## src/sv/laser_scan_to_cartesian_assert.svh

```systemverilog
// ----------------------------------------------------------------------------
// Assertion macros for the laser scan converter
// Implication checks clocked on clk_i and disabled while rst_ni is low.
// ----------------------------------------------------------------------------
`ifndef LASER_SCAN_TO_CARTESIAN_ASSERT_SVH
`define LASER_SCAN_TO_CARTESIAN_ASSERT_SVH

// Same-cycle implication.
`define LSC_ASSERT_IMP(name, pre, post, msg) \
  name: assert property (@(posedge clk_i) disable iff (!rst_ni) (pre) |-> (post)) \
    else $error(msg);

// Next-cycle implication.
`define LSC_ASSERT_NXT(name, pre, post, msg) \
  name: assert property (@(posedge clk_i) disable iff (!rst_ni) (pre) |=> (post)) \
    else $error(msg);

`endif

```

## src/sv/lsc_pkg.sv

```systemverilog
`timescale 1ns / 1ps
// ----------------------------------------------------------------------------
// lsc_pkg
// Shared constants, register indexes and table for the laser scan converter.
// ----------------------------------------------------------------------------
package lsc_pkg;

  localparam int CFG_IDX_W  = 8;
  localparam int CFG_DATA_W = 32;

  localparam logic [CFG_IDX_W-1:0] REG_MIN_RANGE   = 8'd0;
  localparam logic [CFG_IDX_W-1:0] REG_MAX_RANGE   = 8'd1;
  localparam logic [CFG_IDX_W-1:0] REG_START_ANGLE = 8'd2;
  localparam logic [CFG_IDX_W-1:0] REG_ANGLE_STEP  = 8'd3;

  // Fractional guard bits carried through the rotation.
  localparam int GUARD = 16;
  localparam int ROUND_HALF = 1 << (GUARD - 1);

  // 1/K of the rotation sequence in Q0.32.
  localparam logic [31:0] KINV_Q32 = 32'd2608131496;

  localparam logic [1:0] QUAD_0 = 2'd0;
  localparam logic [1:0] QUAD_1 = 2'd1;
  localparam logic [1:0] QUAD_2 = 2'd2;
  localparam logic [1:0] QUAD_3 = 2'd3;

  // Queue occupancy seen by both sides.
  typedef struct packed {
    logic full;
    logic empty;
  } lsc_qstat_t;

  // atan(2^-i) as a fraction of a turn, 2^-32 units, truncated.
  localparam logic [31:0] ATAN_TURN [32] = '{
    32'h20000000, 32'h12E4051E, 32'h09FB385B, 32'h051111D4,
    32'h028B0D43, 32'h0145D7E1, 32'h00A2F61E, 32'h00517C55,
    32'h0028BE53, 32'h00145F2F, 32'h000A2F98, 32'h000517CC,
    32'h00028BE6, 32'h000145F3, 32'h0000A2F9, 32'h0000517C,
    32'h000028BE, 32'h0000145F, 32'h00000A2F, 32'h00000517,
    32'h0000028B, 32'h00000145, 32'h000000A2, 32'h00000051,
    32'h00000028, 32'h00000014, 32'h0000000A, 32'h00000005,
    32'h00000002, 32'h00000001, 32'h00000000, 32'h00000000
  };

endpackage

```

## src/sv/lsc_intf.sv

```systemverilog
`timescale 1ns / 1ps
// ----------------------------------------------------------------------------
// lsc interfaces
// Valid/ready channels for samples, points and register writes.
// ----------------------------------------------------------------------------
interface lsc_sample_if #(
  parameter int RANGE_BITS = 24
);
  logic                  valid;
  logic                  ready;
  logic [RANGE_BITS-1:0] range_value;
  logic                  range_finite;
  logic                  scan_end;

  modport source (output valid, range_value, range_finite, scan_end, input ready);
  modport sink   (input valid, range_value, range_finite, scan_end, output ready);
endinterface

interface lsc_point_if #(
  parameter int RANGE_BITS = 24
);
  logic                      valid;
  logic                      ready;
  logic signed [RANGE_BITS:0] x_pos;
  logic signed [RANGE_BITS:0] y_pos;
  logic                      point_valid;
  logic                      last_point;

  modport source (output valid, x_pos, y_pos, point_valid, last_point, input ready);
  modport sink   (input valid, x_pos, y_pos, point_valid, last_point, output ready);
endinterface

interface lsc_cfg_if;
  import lsc_pkg::*;
  logic                  valid;
  logic                  ready;
  logic [CFG_IDX_W-1:0]  index;
  logic [CFG_DATA_W-1:0] data;

  modport source (output valid, index, data, input ready);
  modport sink   (input valid, index, data, output ready);
endinterface

```

## src/sv/lsc_front.sv

```systemverilog
`timescale 1ns / 1ps
// ----------------------------------------------------------------------------
// lsc_front
// Holds the registers, tracks the beam angle and classifies each sample.
// ----------------------------------------------------------------------------
module lsc_front
  import lsc_pkg::*;
#(
  parameter int RANGE_BITS = 24,
  parameter int ANGLE_BITS = 32,
  parameter int DATA_W     = RANGE_BITS + ANGLE_BITS + 2
) (
  input  logic              clk_i,
  input  logic              rst_ni,
  lsc_cfg_if.sink           cfg_i,
  lsc_sample_if.sink        sample_i,
  output logic              push_valid_o,
  output logic [DATA_W-1:0] push_data_o,
  input  logic              push_ready_i
);

  logic [RANGE_BITS-1:0] min_range_q;
  logic [RANGE_BITS-1:0] max_range_q;
  logic [ANGLE_BITS-1:0] start_angle_q;
  logic [ANGLE_BITS-1:0] angle_step_q;
  logic [ANGLE_BITS-1:0] beam_angle_q, beam_angle_d;
  logic                  at_start_q;
  logic                  in_range;
  logic                  accept;

  assign cfg_i.ready = 1'b1;

  always_ff @(posedge clk_i or negedge rst_ni) begin
    if (!rst_ni) begin
      min_range_q   <= '0;
      max_range_q   <= '1;
      start_angle_q <= '0;
      angle_step_q  <= '0;
    end else if (cfg_i.valid) begin
      unique case (cfg_i.index)
        REG_MIN_RANGE:   min_range_q   <= cfg_i.data[RANGE_BITS-1:0];
        REG_MAX_RANGE:   max_range_q   <= cfg_i.data[RANGE_BITS-1:0];
        REG_START_ANGLE: start_angle_q <= cfg_i.data[ANGLE_BITS-1:0];
        REG_ANGLE_STEP:  angle_step_q  <= cfg_i.data[ANGLE_BITS-1:0];
        default: ;
      endcase
    end
  end

  // Restart at the start angle after a scan end, otherwise advance.
  assign beam_angle_d = at_start_q ? start_angle_q : beam_angle_q + angle_step_q;
  assign in_range = sample_i.range_finite &&
                    (sample_i.range_value >= min_range_q) &&
                    (sample_i.range_value <= max_range_q);

  assign accept         = sample_i.valid && push_ready_i;
  assign sample_i.ready = push_ready_i;
  assign push_valid_o   = sample_i.valid;
  assign push_data_o    = {sample_i.scan_end, in_range, beam_angle_d, sample_i.range_value};

  always_ff @(posedge clk_i or negedge rst_ni) begin
    if (!rst_ni) begin
      beam_angle_q <= '0;
      at_start_q   <= 1'b1;
    end else if (accept) begin
      beam_angle_q <= beam_angle_d;
      at_start_q   <= sample_i.scan_end;
    end
  end

endmodule

```

## src/sv/lsc_queue.sv

```systemverilog
`timescale 1ns / 1ps
// ----------------------------------------------------------------------------
// lsc_queue
// Two-entry queue between the classifier and the rotation engine.
// ----------------------------------------------------------------------------
module lsc_queue
  import lsc_pkg::*;
#(
  parameter int DATA_W = 58
) (
  input  logic              clk_i,
  input  logic              rst_ni,
  input  logic              push_i,
  input  logic [DATA_W-1:0] push_data_i,
  input  logic              pop_i,
  output logic [DATA_W-1:0] pop_data_o,
  output lsc_qstat_t        stat_o
);

  logic [DATA_W-1:0] mem_q [2];
  logic              wr_ptr_q, rd_ptr_q;
  logic [1:0]        count_q;
  logic              do_push, do_pop;

  assign stat_o.full  = (count_q == 2'd2);
  assign stat_o.empty = (count_q == 2'd0);
  assign do_push      = push_i && !stat_o.full;
  assign do_pop       = pop_i && !stat_o.empty;
  assign pop_data_o   = mem_q[rd_ptr_q];

  always_ff @(posedge clk_i) begin
    if (do_push) begin
      mem_q[wr_ptr_q] <= push_data_i;
    end
  end

  always_ff @(posedge clk_i or negedge rst_ni) begin
    if (!rst_ni) begin
      wr_ptr_q <= 1'b0;
      rd_ptr_q <= 1'b0;
      count_q  <= 2'd0;
    end else begin
      if (do_push) wr_ptr_q <= ~wr_ptr_q;
      if (do_pop)  rd_ptr_q <= ~rd_ptr_q;
      count_q <= count_q + 2'(do_push) - 2'(do_pop);
    end
  end

endmodule

```

## src/sv/lsc_cordic.sv

```systemverilog
`timescale 1ns / 1ps
// ----------------------------------------------------------------------------
// lsc_cordic
// Iterative rotation engine: scale, one micro-rotation a cycle, quadrant fix.
// ----------------------------------------------------------------------------
module lsc_cordic
  import lsc_pkg::*;
#(
  parameter int RANGE_BITS    = 24,
  parameter int ANGLE_BITS    = 32,
  parameter int CORDIC_STAGES = 24,
  parameter int DATA_W        = RANGE_BITS + ANGLE_BITS + 2
) (
  input  logic              clk_i,
  input  logic              rst_ni,
  input  logic              pop_valid_i,
  input  logic [DATA_W-1:0] pop_data_i,
  output logic              pop_o,
  lsc_point_if.source       point_o
);

  localparam int W  = RANGE_BITS + GUARD + 2;
  localparam int IW = $clog2(CORDIC_STAGES);
  localparam int PW = RANGE_BITS + 32;

  typedef enum logic [3:0] {
    ST_IDLE = 4'b0001,
    ST_MUL  = 4'b0010,
    ST_ITER = 4'b0100,
    ST_FIN  = 4'b1000
  } lsc_state_e;

  lsc_state_e state_q, state_d;

  logic [RANGE_BITS-1:0] r_q;
  logic [1:0]            quad_q;
  logic signed [31:0]    z_q;
  logic signed [W-1:0]   x_q, y_q;
  logic [IW-1:0]         i_q;
  logic                  ok_q, last_q;

  logic [RANGE_BITS-1:0] pop_range;
  logic [ANGLE_BITS-1:0] pop_angle;
  logic                  pop_ok, pop_last;
  logic [31:0]           z_init;
  logic [PW-1:0]         prod;
  logic signed [W-1:0]   dx, dy, xr, yr;
  logic signed [31:0]    step_angle;
  logic                  out_free, load_out;

  logic signed [RANGE_BITS:0] x_pos_q, y_pos_q;
  logic                       out_valid_q, point_valid_q, last_point_q;

  function automatic logic signed [RANGE_BITS:0] finish(input logic signed [W-1:0] v);
    logic signed [W:0]            sum;
    logic signed [RANGE_BITS+2:0] sh;
    logic signed [RANGE_BITS+2:0] lim;
    sum = $signed({v[W-1], v}) + $signed((W + 1)'(ROUND_HALF));
    sh  = $signed(sum[W:GUARD]);
    lim = $signed({3'b000, {RANGE_BITS{1'b1}}});
    if (sh > lim) begin
      sh = lim;
    end else if (sh < -lim) begin
      sh = -lim;
    end
    return sh[RANGE_BITS:0];
  endfunction

  assign {pop_last, pop_ok, pop_angle, pop_range} = pop_data_i;
  assign z_init = 32'({2'b00, pop_angle[ANGLE_BITS-3:0]}) << (32 - ANGLE_BITS);

  assign prod       = PW'(r_q) * PW'(KINV_Q32);
  assign dx         = y_q >>> i_q;
  assign dy         = x_q >>> i_q;
  assign step_angle = $signed(ATAN_TURN[5'(i_q)]);

  // Undo the quadrant split.
  always_comb begin
    unique case (quad_q)
      QUAD_0: begin xr = x_q;  yr = y_q;  end
      QUAD_1: begin xr = -y_q; yr = x_q;  end
      QUAD_2: begin xr = -x_q; yr = -y_q; end
      QUAD_3: begin xr = y_q;  yr = -x_q; end
      default: begin xr = x_q; yr = y_q; end
    endcase
  end

  assign out_free = !out_valid_q || point_o.ready;
  assign load_out = (state_q == ST_FIN) && out_free;
  assign pop_o    = (state_q == ST_IDLE) && pop_valid_i;

  always_comb begin
    state_d = state_q;
    unique case (state_q)
      ST_IDLE: if (pop_valid_i) state_d = pop_ok ? ST_MUL : ST_FIN;
      ST_MUL:  state_d = ST_ITER;
      ST_ITER: if (i_q == IW'(CORDIC_STAGES - 1)) state_d = ST_FIN;
      ST_FIN:  if (out_free) state_d = ST_IDLE;
      default: state_d = ST_IDLE;
    endcase
  end

  always_ff @(posedge clk_i or negedge rst_ni) begin
    if (!rst_ni) begin
      state_q     <= ST_IDLE;
      out_valid_q <= 1'b0;
    end else begin
      state_q <= state_d;
      if (load_out) begin
        out_valid_q <= 1'b1;
      end else if (point_o.ready) begin
        out_valid_q <= 1'b0;
      end
    end
  end

  always_ff @(posedge clk_i) begin
    unique case (state_q)
      ST_IDLE: begin
        r_q    <= pop_range;
        quad_q <= pop_angle[ANGLE_BITS-1 -: 2];
        z_q    <= $signed(z_init);
        ok_q   <= pop_ok;
        last_q <= pop_last;
      end
      ST_MUL: begin
        x_q <= $signed(W'(prod[PW-1:GUARD]));
        y_q <= '0;
        i_q <= '0;
      end
      ST_ITER: begin
        if (!z_q[31]) begin
          x_q <= x_q - dx;
          y_q <= y_q + dy;
          z_q <= z_q - step_angle;
        end else begin
          x_q <= x_q + dx;
          y_q <= y_q - dy;
          z_q <= z_q + step_angle;
        end
        i_q <= i_q + IW'(1);
      end
      ST_FIN: ;
      default: ;
    endcase
  end

  always_ff @(posedge clk_i) begin
    if (load_out) begin
      x_pos_q       <= ok_q ? finish(xr) : '0;
      y_pos_q       <= ok_q ? finish(yr) : '0;
      point_valid_q <= ok_q;
      last_point_q  <= last_q;
    end
  end

  assign point_o.valid       = out_valid_q;
  assign point_o.x_pos       = x_pos_q;
  assign point_o.y_pos       = y_pos_q;
  assign point_o.point_valid = point_valid_q;
  assign point_o.last_point  = last_point_q;

endmodule

```

## src/sv/laser_scan_to_cartesian.sv

```systemverilog
`timescale 1ns / 1ps
// ----------------------------------------------------------------------------
// laser_scan_to_cartesian
// Converts laser range samples in scan order to Cartesian points.
// ----------------------------------------------------------------------------
// Each sample word on sample_i yields one point word on point_o, in order.
// Beam angles are binary fractions of a turn: the first sample after reset
// or after a scan_end sample takes start_angle, each later one adds
// angle_step. A sample that is non-finite or outside [min_range, max_range]
// gives point_valid = 0 with zero coordinates; the angle still advances.
// Valid samples are rotated by an iterative CORDIC engine that runs one
// micro-rotation per cycle; a valid point passes through dequeue, range
// scaling multiply, CORDIC_STAGES rotations, then quadrant fix and
// rounding, while an invalid one goes from dequeue straight to output. A
// two-word queue in front of the engine lets sample_i take up to two more
// samples while a point is in flight, and a held output word lets the
// engine finish the next point while the sink stalls. Registers are
// written on cfg_i (index 0 min_range, 1 max_range, 2 start_angle, 3
// angle_step; other indexes are ignored) and must only be changed while
// the block is idle. Coordinates saturate to +/-(2^RANGE_BITS - 1).
// ----------------------------------------------------------------------------
`include "laser_scan_to_cartesian_assert.svh"

module laser_scan_to_cartesian
  import lsc_pkg::*;
#(
  parameter int RANGE_BITS    = 24,
  parameter int ANGLE_BITS    = 32,
  parameter int CORDIC_STAGES = 24
) (
  input  logic        clk_i,
  input  logic        rst_ni,
  lsc_cfg_if.sink     cfg_i,
  lsc_sample_if.sink  sample_i,
  lsc_point_if.source point_o
);

  // Queue word: scan end, in-range flag, beam angle, range.
  localparam int DATA_W = RANGE_BITS + ANGLE_BITS + 2;

  logic              push_valid;
  logic [DATA_W-1:0] push_data;
  logic              pop;
  logic [DATA_W-1:0] pop_data;
  lsc_qstat_t        qstat;

  // Front: register writes, angle tracking, range check.
  lsc_front #(
    .RANGE_BITS (RANGE_BITS),
    .ANGLE_BITS (ANGLE_BITS),
    .DATA_W     (DATA_W)
  ) u_front (
    .clk_i        (clk_i),
    .rst_ni       (rst_ni),
    .cfg_i        (cfg_i),
    .sample_i     (sample_i),
    .push_valid_o (push_valid),
    .push_data_o  (push_data),
    .push_ready_i (!qstat.full)
  );

  // Decouple: hold classified samples while the engine is busy.
  lsc_queue #(
    .DATA_W (DATA_W)
  ) u_queue (
    .clk_i       (clk_i),
    .rst_ni      (rst_ni),
    .push_i      (push_valid),
    .push_data_i (push_data),
    .pop_i       (pop),
    .pop_data_o  (pop_data),
    .stat_o      (qstat)
  );

  // Back: rotate valid samples, zero the invalid ones, drive the point word.
  lsc_cordic #(
    .RANGE_BITS    (RANGE_BITS),
    .ANGLE_BITS    (ANGLE_BITS),
    .CORDIC_STAGES (CORDIC_STAGES),
    .DATA_W        (DATA_W)
  ) u_cordic (
    .clk_i       (clk_i),
    .rst_ni      (rst_ni),
    .pop_valid_i (!qstat.empty),
    .pop_data_i  (pop_data),
    .pop_o       (pop),
    .point_o     (point_o)
  );

  // Invalid points carry zero coordinates.
  `LSC_ASSERT_IMP(a_invalid_zero, point_o.valid && !point_o.point_valid,
                  point_o.x_pos == '0 && point_o.y_pos == '0, "invalid point not zeroed")

  // Saturation never lets the most negative code through.
  `LSC_ASSERT_IMP(a_sat_x, point_o.valid,
                  point_o.x_pos != {1'b1, {RANGE_BITS{1'b0}}}, "x_pos not saturated")

  // The engine only dequeues a word that is there.
  `LSC_ASSERT_IMP(a_pop_nonempty, pop, !qstat.empty, "dequeue from empty queue")

  // A dequeue from a full queue with nothing pushed leaves it no longer full.
  `LSC_ASSERT_NXT(a_queue_drain, pop && qstat.full && !push_valid, !qstat.full,
                  "queue stayed full after dequeue")

endmodule
```

## src/flat_wrapper.sv

```systemverilog
// flat-port wrapper written by rule: the top's interface ports become plain ports
module laser_scan_to_cartesian_flat import lsc_pkg::*;
#(
  parameter int RANGE_BITS    = 24,
  parameter int ANGLE_BITS    = 32,
  parameter int CORDIC_STAGES = 24
)
  (clk_i, rst_ni, cfg_i_valid, cfg_i_index, cfg_i_data, cfg_i_ready, sample_i_valid, sample_i_range_value, sample_i_range_finite, sample_i_scan_end, sample_i_ready, point_o_valid, point_o_x_pos, point_o_y_pos, point_o_point_valid, point_o_last_point, point_o_ready);
  lsc_cfg_if cfg_i_i ();
  lsc_sample_if #(.RANGE_BITS(RANGE_BITS)) sample_i_i ();
  lsc_point_if #(.RANGE_BITS(RANGE_BITS)) point_o_i ();
  input  logic clk_i;
  input  logic rst_ni;
  input wire logic [$bits(cfg_i_i.valid)-1:0] cfg_i_valid;
  input wire logic [$bits(cfg_i_i.index)-1:0] cfg_i_index;
  input wire logic [$bits(cfg_i_i.data)-1:0] cfg_i_data;
  output wire logic [$bits(cfg_i_i.ready)-1:0] cfg_i_ready;
  input wire logic [$bits(sample_i_i.valid)-1:0] sample_i_valid;
  input wire logic [$bits(sample_i_i.range_value)-1:0] sample_i_range_value;
  input wire logic [$bits(sample_i_i.range_finite)-1:0] sample_i_range_finite;
  input wire logic [$bits(sample_i_i.scan_end)-1:0] sample_i_scan_end;
  output wire logic [$bits(sample_i_i.ready)-1:0] sample_i_ready;
  output wire logic [$bits(point_o_i.valid)-1:0] point_o_valid;
  output wire logic [$bits(point_o_i.x_pos)-1:0] point_o_x_pos;
  output wire logic [$bits(point_o_i.y_pos)-1:0] point_o_y_pos;
  output wire logic [$bits(point_o_i.point_valid)-1:0] point_o_point_valid;
  output wire logic [$bits(point_o_i.last_point)-1:0] point_o_last_point;
  input wire logic [$bits(point_o_i.ready)-1:0] point_o_ready;
  assign cfg_i_i.valid = cfg_i_valid;
  assign cfg_i_i.index = cfg_i_index;
  assign cfg_i_i.data = cfg_i_data;
  assign cfg_i_ready = cfg_i_i.ready;
  assign sample_i_i.valid = sample_i_valid;
  assign sample_i_i.range_value = sample_i_range_value;
  assign sample_i_i.range_finite = sample_i_range_finite;
  assign sample_i_i.scan_end = sample_i_scan_end;
  assign sample_i_ready = sample_i_i.ready;
  assign point_o_valid = point_o_i.valid;
  assign point_o_x_pos = point_o_i.x_pos;
  assign point_o_y_pos = point_o_i.y_pos;
  assign point_o_point_valid = point_o_i.point_valid;
  assign point_o_last_point = point_o_i.last_point;
  assign point_o_i.ready = point_o_ready;
  laser_scan_to_cartesian #(.RANGE_BITS(RANGE_BITS), .ANGLE_BITS(ANGLE_BITS), .CORDIC_STAGES(CORDIC_STAGES)) u_core (.clk_i(clk_i), .rst_ni(rst_ni), .cfg_i(cfg_i_i), .sample_i(sample_i_i), .point_o(point_o_i));
endmodule
```

## config.mk

```make
export PLATFORM = sky130hd
export DESIGN_NAME = laser_scan_to_cartesian_flat
export DESIGN_NICKNAME = d
export VERILOG_FILES = /design/src/sv/lsc_pkg.sv /design/src/sv/lsc_intf.sv /design/src/sv/lsc_front.sv /design/src/sv/lsc_queue.sv /design/src/sv/lsc_cordic.sv /design/src/sv/laser_scan_to_cartesian.sv /design/src/flat_wrapper.sv
export VERILOG_INCLUDE_DIRS = /design/src /design/src/sv
export SDC_FILE = /design/constraint.sdc
export NUM_CORES = 2
export LEC_CHECK = 0
export ABC_AREA = 1
export BUFFER_PORTS_ARGS = -buffer_cell sky130_fd_sc_hd__buf_4
export CELL_PAD_IN_SITES_DETAIL_PLACEMENT = 1
export CELL_PAD_IN_SITES_GLOBAL_PLACEMENT = 1
export CORE_MARGIN = 5
export CORE_UTILIZATION = 45
export CTS_BUF_LIST = sky130_fd_sc_hd__clkbuf_8
export DETAILED_ROUTE_END_ITERATION = 12
export HOLD_SLACK_MARGIN = 0.02
export PLACE_DENSITY = 0.79
export SETUP_SLACK_MARGIN = 0.05
export SYNTH_ARGS = -nofsm -noshare
export SYNTH_HDL_FRONTEND = slang
export SYNTH_SLANG_ARGS = --single-unit
```

## constraint.sdc

```tcl
create_clock -name clk_i -period 6.1 [get_ports clk_i]
set_clock_uncertainty 0.2 [all_clocks]
set_input_delay 0.61 -clock clk_i [delete_from_list [all_inputs] [get_ports clk_i]]
set_output_delay 0.61 -clock clk_i [all_outputs]
set_load 0.02 [all_outputs]
```

==> results by group <==
GRT
  • Antenna violations before repair: 3
  • Largest net degree at the start of global routing: 67
  • Vias in the first global route: between 50,000 and 60,000
  • First-pass GRT wire length: 340 mm
  • Grt total ovfl: 0
  • Tot GR Track Use: roughly 36%

Layout
  • Area Growth Syn to Fin: 29.6%
  • Final #Nets: between 8,000 and 9,000
  • Register area: 0.0134 mm2
  • Area used by multi-input combinational logic: between 0.03 and 0.04 mm2
  • Finished Layout Cells: a little under 10,000
  • Fillers: around 14,000
  • Layout cells sized above 1: about a quarter

STA
  • Fin. max-slew vios: 0
  • Fin. Hold Viols: 0
  • Worst rel slew slack: between 20 and 25%
  • FMAX: 149 MHz
  • Final worst slack: -601 ps
  • Post-layout min period: between 6000 and 7000 ps
  • RSZ-0062 raised after global routing: true
  • Final setup viols: 42
  • Final period util: 110%
  • Worst slew pin tran: between 1000 and 1500 ps

Clock tree
  • Total CTS buffers: 89
  • CTS H-tree depth: 3
  • CTS clk-pin slew, worst paths: about 90 ps
  • Worst-Skew Late Latency: about 840 ps
  • CTS tree: built
  • Longest Clk Path Bufs: 3
  • Clock Tree Root: clkbuf_8
  • Clk sinks: ~470

Floorplan
  • Die W: 349 um
  • Io pins: roughly 130
  • Die ar.: ~0.12 mm2
  • Die height: between 300 and 400 um
  • Row Count: between 100 and 150
  • Placeable Area: 0.114 mm2
  • Initial Utilization: 45.3%

Setup path
  • Worst Path Class, Setup: flop to flop
  • Endpoint class of the critical path: flop
  • Worst-path fanout max: 3
  • Worst setup SP type: flop
  • Worst Path Required: 6580 ps
  • Critical Path AT: between 7000 and 8000 ps

Synth
  • EDFF count, synth: 317
  • Synth Flop Type: edfxtp_1
  • Async set-reset flop share out of synthesis: between 30% and 40%
  • Mapped Cells: about 7,000
  • Synth Warn #: 0
  • Mean Syn Cell Area: approximately 7.4 um2
  • Mapped Nets: around 8,000
  • Synth Cell Area: 0.0517 mm2
  • Seq/Total Area, Yosys: about 26%
  • Synthesized flop and latch total: approximately 470
  • Count of cell types in the netlist: 73

Routing
  • Drt drc: 0
  • Vias: 54,900
  • Routed vias/inst: ~5.6
  • Pre-antenna DRT Iters: 6
  • Drt wl/cell: between 20 and 25 um
  • Iteration-0 DRC Markers: about 4,000
  • DRT Wirelength: about 230 mm
  • Antenna-violating nets left: 0

Placed design
  • DP Wirelength: 175 mm
  • IO buf count: between 100 and 150
  • Placed cells: around 9,400
  • Final GP Congestion: ~1.0

Status
  • Status: complete, but fails checks
  • Failing checks: negative setup slack

Worst hold path
  • Worst min path class: primary input to flop

Flow run
  • Number of max-cap violations: 0
-- flip-flops by register name, indices dropped and copies added, names as in the netlist, 25 cells and up --
| name | cells |
|---|---|
| u_core.u_cordic.point_o.x_pos | 25 |
| u_core.u_front.beam_angle_q | 32 |
| u_core.u_front.start_angle_q | 32 |
| u_core.u_queue.mem_q | 116 |
| u_core.u_cordic.z_q | 32 |
| u_core.u_front.angle_step_q | 32 |
| u_core.u_cordic.point_o.y_pos | 25 |
| u_core.u_cordic.y_q | 42 |
| u_core.u_cordic.x_q | 42 |
-- cell families after synthesis --
logic type	synth area share, %
compound gates	14.6
buf+inv	9.53
xor+xnor	2.78
simple gates	24.2
flops	25.9
fa+ha+maj	22.0
other cells	0.00725
mux	0.910
-- metal layers --
| metal | track usage, % | share of wire (%) | vias to the layer above |
|---|---|---|---|
| met4 | 14.5 | 5.1 | 0 |
| met5 | 0 | 0 | - |
| met3 | 5.72 | 6.2 | 586 |
| li1 | - | - | 25200 |
| met2 | 61.5 | 48 | 1942 |
| met1 | 45.5 | 41 | 27200 |
-- metrics by stage --
step / utilization, % / setup TNS [ps] / setup slack, ps / hold slack [ps] / instance area (um2)
global route: 58.6 / -23110 / -784 / 50.1 / 67000
finish: 58.7 / -15290 / -601 / 90.3 / 67000
global placement: 53.5 / -12940 / -544 / 224 / 61100
floorplan: - / -135 / -44.4 / 114 / 52100
CTS: 56.7 / -10860 / -479 / 24.0 / 64700
detailed placement: 53.5 / -20700 / -776 / 224 / 61100
-- area by class of cell --
class	instances	share of cell area (%)
Antenna cell	6	0.0224
Inverter	1064	6.00
Sequential cell	471	20.0
Timing Repair Buffer	1235	14.6
Clock buffer	101	2.08
Tap cell	1512	2.82
Multi-Input combinational cell	5267	53.7
Clock inverter	63	0.848
-- cell usage in the layout, fill, tap and decap left out, drive strengths merged, types with 24 or more instances in the layout --
| cell type | instances |
|---|---|
| a21boi | 24 |
| a21oi | 425 |
| a31oi | 95 |
| buf | 1180 |
| clkbuf | 105 |
| clkinv | 27 |
| dfrtp | 128 |
| dfstp | 26 |
| dlygate4sd3 | 51 |
| edfxtp | 317 |
| fa | 293 |
| ha | 441 |
| inv | 1090 |
| mux2i | 47 |
| nand2 | 1817 |
| nand3 | 347 |
| nand3b | 27 |
| nand4 | 60 |
| nor2 | 607 |
| nor3 | 32 |
| o211ai | 28 |
| o21a | 47 |
| o21ai | 647 |
| or2 | 47 |
| xnor2 | 51 |
| xor2 | 113 |
-- critical path, stage by stage (launching register included) --
cell,delay [ps]
edfxtp_1,480
buf_6,160
fa_2,520
inv_2,60
fa_1,510
fa_2,470
fa_1,570
inv_2,70
ha_4,240
fa_1,570
inv_2,50
fa_1,540
inv_2,50
ha_4,250
a21oi_2,180
buf_4,140
o21ai_4,60
a21oi_2,220
o221ai_2,140
a21oi_2,260
o21ai_2,150
buf_4,160
buf_4,130
a21oi_1,190
o21ai_1,140
nand2_1,100
-- worst paths after layout --
path | startpoint | to | slack (ps) | cells past startpoint
min in group asynchronous | rst_ni | u_core.u_front.beam_angle_q[10] | 200 | 2
setup reg to reg | u_core.u_cordic.r_q[3] | u_core.u_cordic.x_q[21] | -600 | 25
max in group asynchronous | rst_ni | u_core.u_queue.rd_ptr_q | 4270 | 3
hold reg to reg | u_core.u_cordic.last_q | u_core.u_cordic.point_o.last_point | 230 | 0
hold / removal | cfg_i_data[20] | u_core.u_front.min_range_q[20] | 90 | 3
setup / recovery | u_core.u_cordic.r_q[3] | u_core.u_cordic.x_q[21] | -600 | 25
-- cells in the mapped netlist, types with 8 or more instances --
cell type | instances | area [um2]
a21boi_0 | 24 | 180
a21o_1 | 17 | 128
a21oi_1 | 408 | 2040
a21oi_2 | 16 | 140
a31oi_1 | 93 | 582
buf_1 | 37 | 139
buf_2 | 36 | 180
buf_4 | 16 | 120
clkbuf_1 | 108 | 405
dfrtp_1 | 128 | 3200
dfstp_2 | 26 | 683
edfxtp_1 | 317 | 9520
fa_1 | 293 | 5870
ha_1 | 441 | 5520
inv_1 | 1041 | 3910
inv_2 | 15 | 56.3
mux2i_1 | 47 | 470
nand2_1 | 1767 | 6630
nand2_2 | 44 | 275
nand3_1 | 339 | 1700
nand3_2 | 8 | 80.1
nand3b_1 | 27 | 203
nand4_1 | 60 | 375
nor2_1 | 549 | 2060
nor2_2 | 35 | 219
nor2_4 | 19 | 214
nor3_1 | 32 | 160
nor4_1 | 17 | 106
o211ai_1 | 27 | 203
o21a_1 | 47 | 353
o21ai_0 | 603 | 3020
o21ai_1 | 40 | 200
o21bai_1 | 15 | 113
o22ai_1 | 9 | 56.3
o31ai_1 | 8 | 60.1
or2_2 | 45 | 282
xnor2_1 | 51 | 447
xor2_1 | 113 | 990
-- what timing repair did --
item | CTS | global route
hold buffers | 51 | 0
hold endpoints to repair | 180 | 0
pin swaps | 66 | 159
buffers inserted | 65 | 69
setup endpoints to repair | 67 | 73
cloned | 0 | 4
resized for setup | 235 | 476
Power is left out: the tool's default activity adds up to more than one toggle a clock period on the data nets, which glitch-free logic cannot reach.
